[config.mk]
export PLATFORM = sky130hd
export DESIGN_NAME = audio_gain_lowpass_softclip_core_flat
export DESIGN_NICKNAME = d
export VERILOG_FILES = /design/src/sv/aglsc_pkg.sv /design/src/sv/aglsc_sample_if.sv /design/src/sv/aglsc_result_if.sv /design/src/sv/audio_gain_lowpass_softclip_core.sv /design/src/sv/aglsc_regs.sv /design/src/sv/aglsc_sermul.sv /design/src/sv/aglsc_serdiv.sv /design/src/flat_wrapper.sv
export SDC_FILE = /design/constraint.sdc
export NUM_CORES = 1
export LEC_CHECK = 0
export CORE_MARGIN = 2
export CORE_UTILIZATION = 45
export DETAILED_ROUTE_END_ITERATION = 10
export DONT_BUFFER_PORTS = 1
export PLACE_DENSITY = 0.57
export REMOVE_ABC_BUFFERS = 1
export SETUP_SLACK_MARGIN = 0.05
export SLEW_MARGIN = 5
export SYNTH_ARGS = -nofsm -noshare
export SYNTH_HDL_FRONTEND = slang
export SYNTH_HIERARCHICAL = 1
export SYNTH_SLANG_ARGS = --single-unit
[constraint.sdc]
create_clock -name clk -period 13.4 [get_ports clk]
set_input_delay 0.67 -clock clk [delete_from_list [all_inputs] [get_ports clk]]
set_output_delay 0.67 -clock clk [all_outputs]
set_load 0.02 [all_outputs]
[src/sv/aglsc_pkg.sv]
// ----------------------------------------------------------------------------
// aglsc_pkg
// Shared types and constants for the gain / lowpass / soft-clip core.
// ----------------------------------------------------------------------------
package aglsc_pkg;

  localparam int SAMPLE_WIDTH_DEF = 24;
  localparam int COEFF_WIDTH_DEF  = 16;

  // multiplier operand B width; holds 27.0 + x^2 in Q28 as a positive value
  localparam int MB_W = 34;

  // shaper fixed point, 28 fractional bits
  localparam int SH_FRAC = 28;
  localparam logic [MB_W-1:0] SH_OFF  = MB_W'(161061274);   // 0.6
  localparam logic [MB_W-1:0] SH_POST = MB_W'(145722105);   // 19/35
  localparam logic [MB_W-1:0] SH_27   = MB_W'(27) << SH_FRAC;

  // divider sizes
  localparam int DIV_NW = 64;
  localparam int DIV_QW = 32;

  // register file
  localparam int ADDR_W = 4;
  localparam logic signed [15:0] GAIN_RST = 16'sd4096;
  localparam int POLE_RST = 13625;

  typedef enum logic [1:0] {
    REG_GAIN = 2'd0,
    REG_POLE = 2'd1,
    REG_SAT  = 2'd2,
    REG_NONE = 2'd3
  } reg_idx_t;

  typedef enum logic [3:0] {
    ST_IDLE,
    ST_GAIN,
    ST_FSET,
    ST_FILT,
    ST_PREP,
    ST_SQ,
    ST_NUM,
    ST_DIV,
    ST_POST,
    ST_OUT
  } state_t;

endpackage

[src/sv/aglsc_sample_if.sv]
// ----------------------------------------------------------------------------
// aglsc_sample_if
// Input sample channel: valid/ready with one signed sample per transaction.
// ----------------------------------------------------------------------------
interface aglsc_sample_if #(
  parameter int W = 24
);
  logic                valid;
  logic                ready;
  logic signed [W-1:0] sample_in;

  modport source (output valid, output sample_in, input ready);
  modport sink   (input valid, input sample_in, output ready);
endinterface

[src/sv/aglsc_result_if.sv]
// ----------------------------------------------------------------------------
// aglsc_result_if
// Result channel: valid/ready with the processed sample and its clip flag.
// ----------------------------------------------------------------------------
interface aglsc_result_if #(
  parameter int W = 24
);
  logic                valid;
  logic                ready;
  logic signed [W-1:0] sample_out;
  logic                clipped;

  modport source (output valid, output sample_out, output clipped, input ready);
  modport sink   (input valid, input sample_out, input clipped, output ready);
endinterface

[src/sv/audio_gain_lowpass_softclip_core.sv]
// ----------------------------------------------------------------------------
// audio_gain_lowpass_softclip_core
// Gain, one-pole lowpass and optional cubic-rational soft clip on audio.
// ----------------------------------------------------------------------------
// Usage:
//   sample_ch carries one signed Q1.23 sample per transaction (valid/ready).
//   result_ch returns one processed sample plus a clip flag per input.
//   Gain, pole and clip enable are set over APB at byte offsets 0, 4, 8.
//   Write them only while the core is idle; the block does not enforce it.
// Sample flow:
//   One sample at a time. All products go through a single bit-serial
//   multiplier, and the shaper quotient through a restoring divider. The
//   next sample is accepted once the result has been loaded into the
//   output register, with the clipper on or off.
// Reset:
//   rst clears the filter state to zero and loads gain 1.0, pole 13625 and
//   clipper off. No result is pending after reset.
// Stalls:
//   A finished result sits in the output register until taken; the next
//   sample is accepted and processed meanwhile, and waits in the final
//   state only if the previous result is still held.
// ----------------------------------------------------------------------------
module audio_gain_lowpass_softclip_core #(
  parameter int SAMPLE_WIDTH = aglsc_pkg::SAMPLE_WIDTH_DEF,
  parameter int COEFF_WIDTH  = aglsc_pkg::COEFF_WIDTH_DEF
) (
  input  logic                         clk,
  input  logic                         rst,
  input  logic                         psel,
  input  logic                         penable,
  input  logic                         pwrite,
  input  logic [aglsc_pkg::ADDR_W-1:0] paddr,
  input  logic [31:0]                  pwdata,
  output logic [31:0]                  prdata,
  output logic                         pready,
  aglsc_sample_if.sink                 sample_ch,
  aglsc_result_if.source               result_ch
);
  import aglsc_pkg::*;

  localparam int SW  = SAMPLE_WIDTH;
  localparam int CWD = COEFF_WIDTH;
  localparam int MW  = (SW + 1 > 32) ? SW + 1 : 32;
  localparam int PW  = MW + MB_W;
  localparam int XW  = 40;
  // rescale into / out of the shaper's Q28 domain
  localparam int LSH = (SW <= 27) ? 27 - SW : 0;
  localparam int RSH = (SW > 27) ? SW - 27 : 0;
  localparam int UL  = (SW >= 27) ? SW - 27 : 0;
  localparam int UR  = (SW < 27) ? 27 - SW : 0;
  localparam int UBIAS = (1 << UR) >> 1;

  // configuration
  logic signed [15:0] gain;
  logic [CWD-1:0]     pole_coeff;
  logic               saturate_enable;

  aglsc_regs #(.COEFF_WIDTH(CWD)) u_regs (
    .clk, .rst, .psel, .penable, .pwrite, .paddr, .pwdata, .prdata, .pready,
    .gain, .pole_coeff, .saturate_enable
  );

  // shared arithmetic units
  logic                 mul_go;
  logic                 mul_done;
  logic signed [MW-1:0] opa;
  logic signed [MB_W-1:0] opb;
  logic signed [PW-1:0] prod;

  aglsc_sermul #(.AW(MW), .BW(MB_W)) u_mul (
    .clk, .rst, .start(mul_go), .a(opa), .b(opb), .done(mul_done), .prod
  );

  logic               div_go;
  logic               div_done;
  logic [DIV_NW-1:0]  dividend;
  logic [MB_W-1:0]    den;
  logic [DIV_QW-1:0]  quo;

  aglsc_serdiv #(.NW(DIV_NW), .DW(MB_W), .QW(DIV_QW)) u_div (
    .clk, .rst, .start(div_go), .dividend, .divisor(den), .done(div_done), .quo
  );

  state_t state, state_next;

  logic signed [SW-1:0] fstate;
  logic signed [SW-1:0] p_reg;
  logic signed [SW-1:0] res;
  logic                 clip;
  logic signed [31:0]   xs;
  logic                 nsign;
  logic signed [32:0]   qs;

  logic                 accept;
  logic                 out_load;
  logic                 out_valid;
  logic signed [SW-1:0] out_sample;
  logic                 out_clip;

  // gain stage rounding and saturation
  logic signed [PW-1:0] g_sum;
  logic signed [PW-1:0] g_shr;
  logic                 g_ovf;
  logic signed [SW-1:0] g_sat;

  always_comb begin
    g_sum = prod + PW'(2048);
    g_shr = g_sum >>> 12;
    g_ovf = !((&g_shr[PW-1:SW-1]) || !(|g_shr[PW-1:SW-1]));
    if (g_ovf) begin
      g_sat = g_shr[PW-1] ? {1'b1, {(SW-1){1'b0}}} : {1'b0, {(SW-1){1'b1}}};
    end else begin
      g_sat = g_shr[SW-1:0];
    end
  end

  // filter: p*2^C + b*(s-p) + half, then drop C bits
  logic signed [SW:0]   f_diff;
  logic signed [PW-1:0] f_acc;
  logic signed [SW-1:0] f_y;

  always_comb begin
    f_diff = (SW+1)'(fstate) - (SW+1)'(p_reg);
    f_acc  = (PW'(p_reg) <<< CWD) + prod + PW'(1 << (CWD - 1));
    f_y    = f_acc[CWD +: SW];
  end

  // shaper input X = y/4 - 0.6 in Q28
  logic signed [XW-1:0] x_full;

  always_comb begin
    x_full = ((XW'(fstate) <<< LSH) >>> RSH) - XW'(signed'(SH_OFF));
  end

  // x^2, numerator and denominator terms
  logic [29:0]     x2;
  logic [MB_W-1:0] num_b;
  logic [MB_W-1:0] den_next;

  always_comb begin
    x2       = prod[SH_FRAC +: 30];
    num_b    = SH_27 + MB_W'(x2);
    den_next = SH_27 + (MB_W'(x2) << 3) + MB_W'(x2);
  end

  // magnitude of the numerator plus half the divisor
  logic signed [PW-1:0] n_mag;
  logic [DIV_NW-1:0]    div_in;

  always_comb begin
    n_mag  = prod[PW-1] ? -prod : prod;
    div_in = n_mag[DIV_NW-1:0] + DIV_NW'(den >> 1);
  end

  // output offset, scale back to the sample format, saturate
  logic signed [XW-1:0] o_sum;
  logic signed [XW-1:0] o_val;
  logic                 o_ovf;
  logic signed [SW-1:0] o_sat;

  always_comb begin
    o_sum = (XW'(qs) <<< 2) + XW'((SH_POST << 2) + MB_W'(UBIAS));
    o_val = (o_sum >>> UR) <<< UL;
    o_ovf = !((&o_val[XW-1:SW-1]) || !(|o_val[XW-1:SW-1]));
    if (o_ovf) begin
      o_sat = o_val[XW-1] ? {1'b1, {(SW-1){1'b0}}} : {1'b0, {(SW-1){1'b1}}};
    end else begin
      o_sat = o_val[SW-1:0];
    end
  end

  // next state
  always_comb begin
    state_next = state;
    unique case (state)
      ST_IDLE: if (sample_ch.valid) state_next = ST_GAIN;
      ST_GAIN: if (mul_done) state_next = ST_FSET;
      ST_FSET: state_next = ST_FILT;
      ST_FILT: if (mul_done) state_next = saturate_enable ? ST_PREP : ST_OUT;
      ST_PREP: state_next = ST_SQ;
      ST_SQ:   if (mul_done) state_next = ST_NUM;
      ST_NUM:  if (mul_done) state_next = ST_DIV;
      ST_DIV:  if (div_done) state_next = ST_POST;
      ST_POST: state_next = ST_OUT;
      ST_OUT:  if (!out_valid || result_ch.ready) state_next = ST_IDLE;
      default: state_next = ST_IDLE;
    endcase
  end

  // handshake outputs
  always_comb begin
    sample_ch.ready = (state == ST_IDLE);
    out_load        = (state == ST_OUT) && (!out_valid || result_ch.ready);
  end

  assign accept = sample_ch.valid && sample_ch.ready;

  always_ff @(posedge clk) begin
    if (rst) begin
      state <= ST_IDLE;
    end else begin
      state <= state_next;
    end
  end

  // unit launch pulses
  always_ff @(posedge clk) begin
    if (rst) begin
      mul_go <= 1'b0;
      div_go <= 1'b0;
    end else begin
      mul_go <= accept || (state == ST_FSET) || (state == ST_PREP) ||
                ((state == ST_SQ) && mul_done);
      div_go <= (state == ST_NUM) && mul_done;
    end
  end

  // filter state
  always_ff @(posedge clk) begin
    if (rst) begin
      fstate <= '0;
    end else if ((state == ST_FILT) && mul_done) begin
      fstate <= f_y;
    end
  end

  // datapath registers
  always_ff @(posedge clk) begin
    unique case (state)
      ST_IDLE: begin
        opa  <= MW'(sample_ch.sample_in);
        opb  <= MB_W'(gain);
        clip <= 1'b0;
      end
      ST_GAIN: begin
        if (mul_done) begin
          p_reg <= g_sat;
          clip  <= g_ovf;
        end
      end
      ST_FSET: begin
        opa <= MW'(f_diff);
        opb <= MB_W'({1'b0, pole_coeff});
      end
      ST_FILT: begin
        if (mul_done) begin
          res <= f_y;
        end
      end
      ST_PREP: begin
        xs  <= x_full[31:0];
        opa <= MW'(signed'(x_full[31:0]));
        opb <= MB_W'(signed'(x_full[31:0]));
      end
      ST_SQ: begin
        if (mul_done) begin
          opa <= MW'(xs);
          opb <= signed'(num_b);
          den <= den_next;
        end
      end
      ST_NUM: begin
        if (mul_done) begin
          dividend <= div_in;
          nsign    <= prod[PW-1];
        end
      end
      ST_DIV: begin
        if (div_done) begin
          qs <= nsign ? -signed'({1'b0, quo}) : signed'({1'b0, quo});
        end
      end
      ST_POST: begin
        res  <= o_sat;
        clip <= clip | o_ovf;
      end
      ST_OUT: ;
      default: ;
    endcase
  end

  // output register
  always_ff @(posedge clk) begin
    if (rst) begin
      out_valid <= 1'b0;
    end else if (out_load) begin
      out_valid <= 1'b1;
    end else if (result_ch.ready) begin
      out_valid <= 1'b0;
    end
  end

  always_ff @(posedge clk) begin
    if (out_load) begin
      out_sample <= res;
      out_clip   <= clip;
    end
  end

  assign result_ch.valid      = out_valid;
  assign result_ch.sample_out = out_sample;
  assign result_ch.clipped    = out_clip;

endmodule

[src/sv/aglsc_regs.sv]
// ----------------------------------------------------------------------------
// aglsc_regs
// APB register file: gain, pole coefficient and soft-clip enable.
// ----------------------------------------------------------------------------
module aglsc_regs #(
  parameter int COEFF_WIDTH = aglsc_pkg::COEFF_WIDTH_DEF
) (
  input  logic                           clk,
  input  logic                           rst,
  input  logic                           psel,
  input  logic                           penable,
  input  logic                           pwrite,
  input  logic [aglsc_pkg::ADDR_W-1:0]   paddr,
  input  logic [31:0]                    pwdata,
  output logic [31:0]                    prdata,
  output logic                           pready,
  output logic signed [15:0]             gain,
  output logic [COEFF_WIDTH-1:0]         pole_coeff,
  output logic                           saturate_enable
);
  import aglsc_pkg::*;

  reg_idx_t               idx;
  logic                   wr;
  logic [COEFF_WIDTH-1:0] pole_next;

  assign pready = 1'b1;
  assign idx    = reg_idx_t'(paddr[3:2]);
  assign wr     = psel && penable && pwrite;

  // only the low 16 bits of the written pole value survive
  always_comb begin
    for (int i = 0; i < COEFF_WIDTH; i++) begin
      pole_next[i] = (i < 16) ? pwdata[i] : 1'b0;
    end
  end

  always_ff @(posedge clk) begin
    if (rst) begin
      gain            <= GAIN_RST;
      pole_coeff      <= COEFF_WIDTH'(POLE_RST);
      saturate_enable <= 1'b0;
    end else if (wr) begin
      unique case (idx)
        REG_GAIN: gain            <= signed'(pwdata[15:0]);
        REG_POLE: pole_coeff      <= pole_next;
        REG_SAT:  saturate_enable <= pwdata[0];
        REG_NONE: ;
      endcase
    end
  end

  // read back
  always_comb begin
    unique case (idx)
      REG_GAIN: prdata = 32'(gain);
      REG_POLE: prdata = 32'(pole_coeff);
      REG_SAT:  prdata = 32'(saturate_enable);
      REG_NONE: prdata = '0;
    endcase
  end

endmodule

[src/sv/aglsc_sermul.sv]
// ----------------------------------------------------------------------------
// aglsc_sermul
// Bit-serial signed multiplier: one bit of B per cycle, add-and-shift.
// ----------------------------------------------------------------------------
module aglsc_sermul #(
  parameter int AW = 32,
  parameter int BW = aglsc_pkg::MB_W
) (
  input  logic                    clk,
  input  logic                    rst,
  input  logic                    start,
  input  logic signed [AW-1:0]    a,
  input  logic signed [BW-1:0]    b,
  output logic                    done,
  output logic signed [AW+BW-1:0] prod
);
  localparam int CW = $clog2(BW);

  logic signed [AW+BW-1:0] acc;
  logic signed [AW+BW-1:0] acc_next;
  logic signed [AW-1:0]    areg;
  logic signed [AW:0]      addend;
  logic signed [AW:0]      sum;
  logic [CW-1:0]           cnt;
  logic                    busy;
  logic                    last;

  assign last = (cnt == CW'(BW - 1));
  assign prod = acc;

  // the sign bit of B carries negative weight
  always_comb begin
    if (!acc[0]) begin
      addend = '0;
    end else if (last) begin
      addend = -(AW+1)'(areg);
    end else begin
      addend = (AW+1)'(areg);
    end
    sum      = (AW+1)'(signed'(acc[AW+BW-1:BW])) + addend;
    acc_next = {sum, acc[BW-1:1]};
  end

  // control
  always_ff @(posedge clk) begin
    if (rst) begin
      busy <= 1'b0;
      done <= 1'b0;
      cnt  <= '0;
    end else begin
      done <= 1'b0;
      if (start) begin
        busy <= 1'b1;
        cnt  <= '0;
      end else if (busy) begin
        if (last) begin
          busy <= 1'b0;
          done <= 1'b1;
        end else begin
          cnt <= cnt + 1'b1;
        end
      end
    end
  end

  // datapath
  always_ff @(posedge clk) begin
    if (start) begin
      areg <= a;
      acc  <= {{AW{1'b0}}, b};
    end else if (busy) begin
      acc <= acc_next;
    end
  end

endmodule

[src/sv/aglsc_serdiv.sv]
// ----------------------------------------------------------------------------
// aglsc_serdiv
// Restoring unsigned divider, one quotient bit per cycle.
// ----------------------------------------------------------------------------
module aglsc_serdiv #(
  parameter int NW = aglsc_pkg::DIV_NW,
  parameter int DW = aglsc_pkg::MB_W,
  parameter int QW = aglsc_pkg::DIV_QW
) (
  input  logic          clk,
  input  logic          rst,
  input  logic          start,
  input  logic [NW-1:0] dividend,
  input  logic [DW-1:0] divisor,
  output logic          done,
  output logic [QW-1:0] quo
);
  localparam int CW = $clog2(QW);

  logic [DW-1:0] rem;
  logic [DW-1:0] dreg;
  logic [QW-1:0] qsh;
  logic [DW:0]   trial;
  logic [DW:0]   diff;
  logic          ge;
  logic [CW-1:0] cnt;
  logic          busy;
  logic          last;

  assign last  = (cnt == CW'(QW - 1));
  assign trial = {rem, qsh[QW-1]};
  assign diff  = trial - {1'b0, dreg};
  assign ge    = (trial >= {1'b0, dreg});
  assign quo   = qsh;

  // control
  always_ff @(posedge clk) begin
    if (rst) begin
      busy <= 1'b0;
      done <= 1'b0;
      cnt  <= '0;
    end else begin
      done <= 1'b0;
      if (start) begin
        busy <= 1'b1;
        cnt  <= '0;
      end else if (busy) begin
        if (last) begin
          busy <= 1'b0;
          done <= 1'b1;
        end else begin
          cnt <= cnt + 1'b1;
        end
      end
    end
  end

  // quotient fits QW bits, so the upper dividend part starts below the divisor
  always_ff @(posedge clk) begin
    if (start) begin
      rem  <= DW'(dividend[NW-1:QW]);
      qsh  <= dividend[QW-1:0];
      dreg <= divisor;
    end else if (busy) begin
      rem <= ge ? diff[DW-1:0] : trial[DW-1:0];
      qsh <= {qsh[QW-2:0], ge};
    end
  end

endmodule
[src/flat_wrapper.sv]
// flat-port wrapper written by rule: the top's interface ports become plain ports
module audio_gain_lowpass_softclip_core_flat import aglsc_pkg::*;
#(
  parameter int SAMPLE_WIDTH = aglsc_pkg::SAMPLE_WIDTH_DEF,
  parameter int COEFF_WIDTH  = aglsc_pkg::COEFF_WIDTH_DEF
)
  (clk, rst, psel, penable, pwrite, paddr, pwdata, prdata, pready, sample_ch_valid, sample_ch_sample_in, sample_ch_ready, result_ch_valid, result_ch_sample_out, result_ch_clipped, result_ch_ready);
  aglsc_sample_if sample_ch_i ();
  aglsc_result_if result_ch_i ();
  input  logic clk;
  input  logic rst;
  input  logic psel;
  input  logic penable;
  input  logic pwrite;
  input  logic [aglsc_pkg::ADDR_W-1:0] paddr;
  input  logic [31:0] pwdata;
  output logic [31:0] prdata;
  output logic pready;
  input wire logic [$bits(sample_ch_i.valid)-1:0] sample_ch_valid;
  input wire logic [$bits(sample_ch_i.sample_in)-1:0] sample_ch_sample_in;
  output wire logic [$bits(sample_ch_i.ready)-1:0] sample_ch_ready;
  output wire logic [$bits(result_ch_i.valid)-1:0] result_ch_valid;
  output wire logic [$bits(result_ch_i.sample_out)-1:0] result_ch_sample_out;
  output wire logic [$bits(result_ch_i.clipped)-1:0] result_ch_clipped;
  input wire logic [$bits(result_ch_i.ready)-1:0] result_ch_ready;
  assign sample_ch_i.valid = sample_ch_valid;
  assign sample_ch_i.sample_in = sample_ch_sample_in;
  assign sample_ch_ready = sample_ch_i.ready;
  assign result_ch_valid = result_ch_i.valid;
  assign result_ch_sample_out = result_ch_i.sample_out;
  assign result_ch_clipped = result_ch_i.clipped;
  assign result_ch_i.ready = result_ch_ready;
  audio_gain_lowpass_softclip_core #(.SAMPLE_WIDTH(SAMPLE_WIDTH), .COEFF_WIDTH(COEFF_WIDTH)) u_core (.clk(clk), .rst(rst), .psel(psel), .penable(penable), .pwrite(pwrite), .paddr(paddr), .pwdata(pwdata), .prdata(prdata), .pready(pready), .sample_ch(sample_ch_i), .result_ch(result_ch_i));
endmodule
Word-level counts from Yosys, hierarchy flattened

Index checks and enable logic that the tools add are counted.

Add/sub/neg operators: 17
$lt $le $gt $ge: 1
Equality and inequality tests: 21
Multiplexer cells: 43
Bitwise operators: 5
Reductions and logical operators: 47

Operators with widths:

| operator                 | count |
|---|---|
| $pmux W32 S4             | 2 |
| $mux W32                 | 6 |
| $mux W34                 | 4 |
| $pmux W34 S4             | 1 |
| $mux W24                 | 5 |
| $add A66 B13 Y66 const B | 1 |
| $mux W33                 | 2 |
| $neg A32 Y33             | 2 |
| $add A64 B33 Y64         | 1 |
| $mux W64                 | 1 |
| $neg A64 Y64             | 1 |
| $pmux W24 S2             | 1 |
| $add A40 B17 Y40 const B | 1 |
| $add A40 B40 Y40         | 1 |
| $pmux W4 S10             | 1 |
| $add A35 B31 Y36 const B | 1 |
| $ge A35 B34 Y1           | 1 |
| $add A33 B30 Y34 const A | 1 |
| $add A33 B33 Y34 const A | 1 |
| $add A34 B30 Y34         | 1 |
| $sub A34 B34 Y34         | 1 |
| $add A32 B33 Y33         | 1 |
| $mux W4                  | 8 |
| $reduce_and A31 Y1       | 1 |
| other kinds (33)         | 88 |

Register bits: 581
Logic and storage cells: 168

Logic depth before layout (Yosys ltp)

Depth after elaboration: 7
Mapped depth: 20
Depth with buffers taken out: 18

Modules after synthesis

Netlist, hierarchy kept.

Modules (own cells, without submodules):

| module                           | instances | cells each | area each (um^2) | sequential area each (um^2) |
|---|---|---|---|---|
| audio_gain_lowpass_softclip_core | 1         | 2418       | 22968.3          | 9389.0 |
| aglsc_serdiv                     | 1         | 576        | 6697.7           | 3123.0 |
| aglsc_sermul                     | 1         | 651        | 6443.7           | 2782.7 |
| aglsc_regs                       | 1         | 194        | 1789.2           | 660.6 |

Least setup slack after synthesis

OpenSTA, ideal clock, no wires.

Kind: reg2reg
Start: reg u_core.state[2]
End: reg u_core.opa[0] (enable)
Setup time: 0.502 ns
Arrival time: 4.482 ns
Required time: 12.898 ns
Path slack: 8.416 ns
Cell stages (with the launch flop): 5
Cell sequence: dfxtp_1 -> clkbuf_1 -> nor4_1 -> nor2_1 -> a21oi_1

Longest elaborated chain between the ends: 3
Elaborated cells on any way between the ends: 7
Classes of those cells: 4 x eq/ne; 3 x reduce/logical

RTL lines:

| item                         | RTL line                                | text |
|---|---|---|
| start, declared              | audio_gain_lowpass_softclip_core.sv:84  | `state_t state, state_next;` |
| start signal, assigned       | audio_gain_lowpass_softclip_core.sv:202 | `state <= state_next;` |
| $logic_not A4 Y1             | -                                       |  |
| net sample_ch_ready          | flat_wrapper.sv:21                      | `output wire logic [$bits(sample_ch_i.ready)-1:0] sample_ch_ready;` |
| $reduce_bool A4 Y1 (no line) | -                                       |  |
| $reduce_and A2 Y1 (no line)  | -                                       |  |
| end signal, assigned         | audio_gain_lowpass_softclip_core.sv:231 | `opa <= MW'(sample_ch.sample_in);` |
| end signal, assigned         | audio_gain_lowpass_softclip_core.sv:242 | `opa <= MW'(f_diff);` |
| end signal, assigned         | audio_gain_lowpass_softclip_core.sv:252 | `opa <= MW'(signed'(x_full[31:0]));` |
| end, declared                | audio_gain_lowpass_softclip_core.sv:66  | `logic signed [MW-1:0] opa;` |

The timed path passes the listed nets, and every way through them passes these cells.
A chain may end at the register's enable or synchronous reset.

Final worst setup path

Start: reg u_core.u_mul.acc[0] (netlist: u_core/u_mul/prod[0])
End: reg u_core.dividend[48], data pin

Longest elaborated chain between the ends: 3

RTL lines:

| item                   | RTL line                                | text |
|---|---|---|
| start, declared        | aglsc_sermul.sv:19                      | `logic signed [AW+BW-1:0] acc;` |
| start signal, assigned | aglsc_sermul.sv:70                      | `acc <= {{AW{1'b0}}, b};` |
| start signal, assigned | aglsc_sermul.sv:72                      | `acc <= acc_next;` |
| $neg A64 Y64           | audio_gain_lowpass_softclip_core.sv:151 | `n_mag = prod[PW-1] ? -prod : prod;` |
| $mux W64 *             | audio_gain_lowpass_softclip_core.sv:151 |  |
| $add A64 B33 Y64 *     | audio_gain_lowpass_softclip_core.sv:152 | `div_in = n_mag[DIV_NW-1:0] + DIV_NW'(den >> 1);` |
| net u_core.div_in[48]  | audio_gain_lowpass_softclip_core.sv:148 | `logic [DIV_NW-1:0] div_in;` |
| end signal, assigned   | audio_gain_lowpass_softclip_core.sv:264 | `dividend <= div_in;` |
| end, declared          | audio_gain_lowpass_softclip_core.sv:76  | `logic [DIV_NW-1:0] dividend;` |

Mark *: on every way through the listed nets, which the timed path passes. The rest lies on a longest branch.

==> results.sh <==
export IMPL_path_class="register to register"
export IMPL_status="finished, final reports clean"
export IMPL_synthesis_area_sq_um=37900
export IMPL_drc=0
export IMPL_largest_reg_flops=66
export IMPL_syn_area_per_cell_sq_um=9.87
export IMPL_crit_path_end_kind="register"
export IMPL_grtUsageTotal=0.255
export IMPL_nNetsFinal=4047
export IMPL_ys_seq_area_frac=0.421
export IMPL_p_leak_uw=0.0153
export IMPL_finClkSkew_ps=40.6
export IMPL_synth_top_area_share=0.361
export IMPL_utilization=0.492
export IMPL_crit_chain="buf_4 -> or4_1 -> nor3_1 -> nand2_1 -> o41ai_1 -> xnor2_1 -> ha_1 -> a21o_1 -> a21o_1 -> a21oi_1 -> o21ai_0 -> nor4_1 -> a21oi_1 -> o21a_1 -> a2111oi_1 -> a221oi_2 -> xnor2_1"
export IMPL_power_switching_uw=3240
export IMPL_cts_sinks=569
export IMPL_cp_slowest_stage_delay_ps=770
export IMPL_hp_class="primary input to register"
export IMPL_min_to="u_core/state[1]"
export IMPL_synth_xor_area_frac=0.0857
export IMPL_synthMuxAreaShare=0.0561
export IMPL_synthCells=3839
export IMPL_drive_gt1_frac=0.0922
export IMPL_port_buffers=0
export IMPL_clk_latency_ps=630
export IMPL_synth_cell_type_count=107
export IMPL_min_period_ps=5680
export IMPL_reg2reg_to="u_core/dividend[48]"
export IMPL_reg2reg_slack_ps=7720
export IMPL_final_antenna_net_count=0
export IMPL_dp_cells=4767
export IMPL_num_vias=29000
export IMPL_rsz0062_at_grt="no"
export IMPL_cp_max_fo=37
export IMPL_syn_to_final_growth_pct=8.44
export IMPL_period_share=0.424
export IMPL_grt_pass1_vias=27200
export IMPL_hold_viol=0
export IMPL_max_cap_violations=0
export IMPL_grt_pass1_wl_microns=169000
export IMPL_stdcell_count=4890
export IMPL_yosys_area_share_simple=0.159
export IMPL_wire_per_inst_microns=22.9
export IMPL_start_util=0.454
export IMPL_synth_compound_area_frac=0.165
export IMPL_drt_vias_per_instance=5.93
export IMPL_cts_buffers_inserted=69
export IMPL_first_pass_iters=6
export IMPL_setup_worst_path_start_class="register"
export IMPL_r2r_start="u_core/u_mul/prod[0]"
export IMPL_synth_area_top_cells="edfxtp_1 (36%), ha_1 (7.1%), dfxtp_1 (6.0%), xnor2_1 (5.6%), a21oi_1 (3.2%)"
export IMPL_startpoint="u_core/u_mul/prod[0]"
export IMPL_ctsRootBufferMaster="clkbuf_16"
export IMPL_arrival_ps=6020
export IMPL_p_int_uw=4770
export IMPL_die_area_sq_um=86600
export IMPL_grt_start_max_net_pins=92
export IMPL_rows=106
export IMPL_seqPwrFrac=0.345
export IMPL_seqCellArea_sq_um=16000
export IMPL_post_cts_setup_buffer_count=0
export IMPL_die_h_microns=294
export IMPL_ys_dominant_reg_cell="edfxtp_1"
export IMPL_async_flop_share=0
export IMPL_synth_edf_count=456
export IMPL_drv_slew=0
export IMPL_worst_pin_slew_ps=1160
export IMPL_min_path_cells=1
export IMPL_ys_ff_latch=569
export IMPL_rr_worst_depth=17
export IMPL_slew_headroom=0.223
export IMPL_ir_worst_vdd_mv=0.133
export IMPL_synth_top_family_by_area="compound AO/OA/AOI/OAI gates"
export IMPL_cp_data_required_time_ps=13740
export IMPL_coreArea_sq_um=83600
export IMPL_dpl_hpwl_microns=84200
export IMPL_final_setup_tns_ps=0
export IMPL_p_sw_frac=0.404
export IMPL_path_clk_slew_ps=60
export IMPL_htreeDepth=3
export IMPL_cts_resized=0
export IMPL_gr_total_overflow=0
export IMPL_clockBufferDepth=3
export IMPL_hold_start="rst"
export IMPL_synth_adder_area_share=0.0745
export IMPL_n_fill_cell=7788
export IMPL_drt_iter0_drc=2380
export IMPL_finalSetupViolCount=0
export IMPL_pwr_share_clk=0.238
export IMPL_cts_tree="yes"
export IMPL_wl_microns=112000
export IMPL_power_density_nw_per_um2=195
export IMPL_place_congestion=0.920
export IMPL_io_pin_count=127
export IMPL_fmax_mhz=176
export IMPL_antenna_found_initial=6
export IMPL_crit_slowest_cell="nor3_1"
export IMPL_yosys_warnings=6
export IMPL_hold_buffers=0
export IMPL_yosysTopAreaCell="edfxtp_1"
export IMPL_comb_power_share=0.417
export IMPL_die_x_microns=294
export IMPL_multi_input_area_sq_um=20600
[power groups by stage]
stage | registers [uW] | logic (uW) | clock network [uW]
after CTS | 2750 | 3320 | 1950
after floorplan | 2710 | 2250 | 0
after global routing | 2780 | 3660 | 2010
final | 2760 | 3340 | 1900
after global placement | 2780 | 3290 | 0
after detailed placement | 2790 | 3300 | 0
[layer usage]
layer  vias to the layer above  wire length (microns)  global-route usage
li1                      14000                      -                   -
met1                     14000                  51700               0.361
met2                       845                  50900               0.405
met3                       169                   6570              0.0363
met4                         6                   2870              0.0734
met5                         -                     41                   0
[critical path: cells and delay by family (launching register included)]
family	cells	cell delay, ps
XOR/XNOR	2	360
adder cells (fa/ha/maj)	1	350
buffers and inverters	1	240
flip-flops	1	350
AO/OA/AOI/OAI	9	2110
AND/OR/NAND/NOR	4	1970
[cell usage after synthesis (all sizes together), types with 19 or more instances]
library cell,instances
nor2b,32
nand2b,74
or4,38
or3,35
a21o,83
a211oi,29
nand2,294
mux2i,83
nor3,82
o211ai,19
buf,57
xnor2,244
nand3,91
nand4,34
nor3b,19
nor4,29
o21a,62
o21ai,211
and2,55
nor2,307
dfxtp,113
o41ai,30
ha,216
a21oi,244
o31ai,41
a221o,19
inv,145
a31oi,38
and3,36
or2,19
o21bai,25
clkbuf,144
xor2,127
mux2,109
edfxtp,456
[cells by family after synthesis]
family          Yosys count
simple gates           1190
xor+xnor                371
mux                     192
fa+ha+maj               222
buf+inv                 348
other cells               1
flops                   569
compound gates          946
[metrics by stage]
| step | area [sq um] | hold slack, ps | setup slack, ps | power [uW] |
|---|---|---|---|---|
| final | 41100 | 163 | 7720 | 8010 |
| after global routing | 41100 | 103 | 7330 | 8460 |
| after CTS | 41100 | 89.2 | 7840 | 8020 |
| after detailed placement | 38800 | 405 | 7860 | 6090 |
| after global placement | 38800 | 403 | 7850 | 6080 |
| after floorplan | 37000 | 400 | 5210 | 4960 |
[cells in the final DEF (no fill, tap or decap), types with 25 or more instances in the layout]
cell	netlist	layout
clkbuf_16	0	70
ha_1	216	216
o21ai_0	201	201
nand2b_1	74	74
xor2_1	127	127
and2_1	54	54
xnor2_1	244	244
nand4_1	34	34
nor2_1	307	302
buf_4	18	47
mux2_2	90	90
mux2i_1	83	83
nand3_1	89	89
and3_1	36	35
or3_1	35	35
o31ai_1	41	41
o21bai_1	25	25
nand2_1	292	292
nor3_1	77	74
a21o_1	83	82
nor2b_1	31	31
edfxtp_1	456	456
a21oi_1	241	239
dfxtp_1	113	110
o21a_1	62	62
or4_1	32	32
a31oi_1	38	38
o41ai_1	28	28
inv_1	144	144
a211oi_1	29	29
nor4_1	27	25
[area by class of cell]
type | instances | area share
Antenna cell | 1 | 0.0000609
Multi-Input combinational cell | 2922 | 0.500
Inverter | 147 | 0.0134
Clock inverter | 43 | 0.0113
Tap cell | 1080 | 0.0329
Timing Repair Buffer | 49 | 0.00932
Clock buffer | 79 | 0.0442
Sequential cell | 569 | 0.388
[worst max path at each step]
stage          slack, ps  cells past startpoint                   to
2_1_floorplan       5210                      1           prdata[16]
3_3_place_gp        7850                     17  u_core/dividend[48]
3_5_place_dp        7860                     18  u_core/dividend[48]
4_1_cts             7840                     18  u_core/dividend[48]
5_1_grt             7330                     18  u_core/dividend[48]
6_report            7720                     17  u_core/dividend[48]
(Power assumes the default switching activity.)
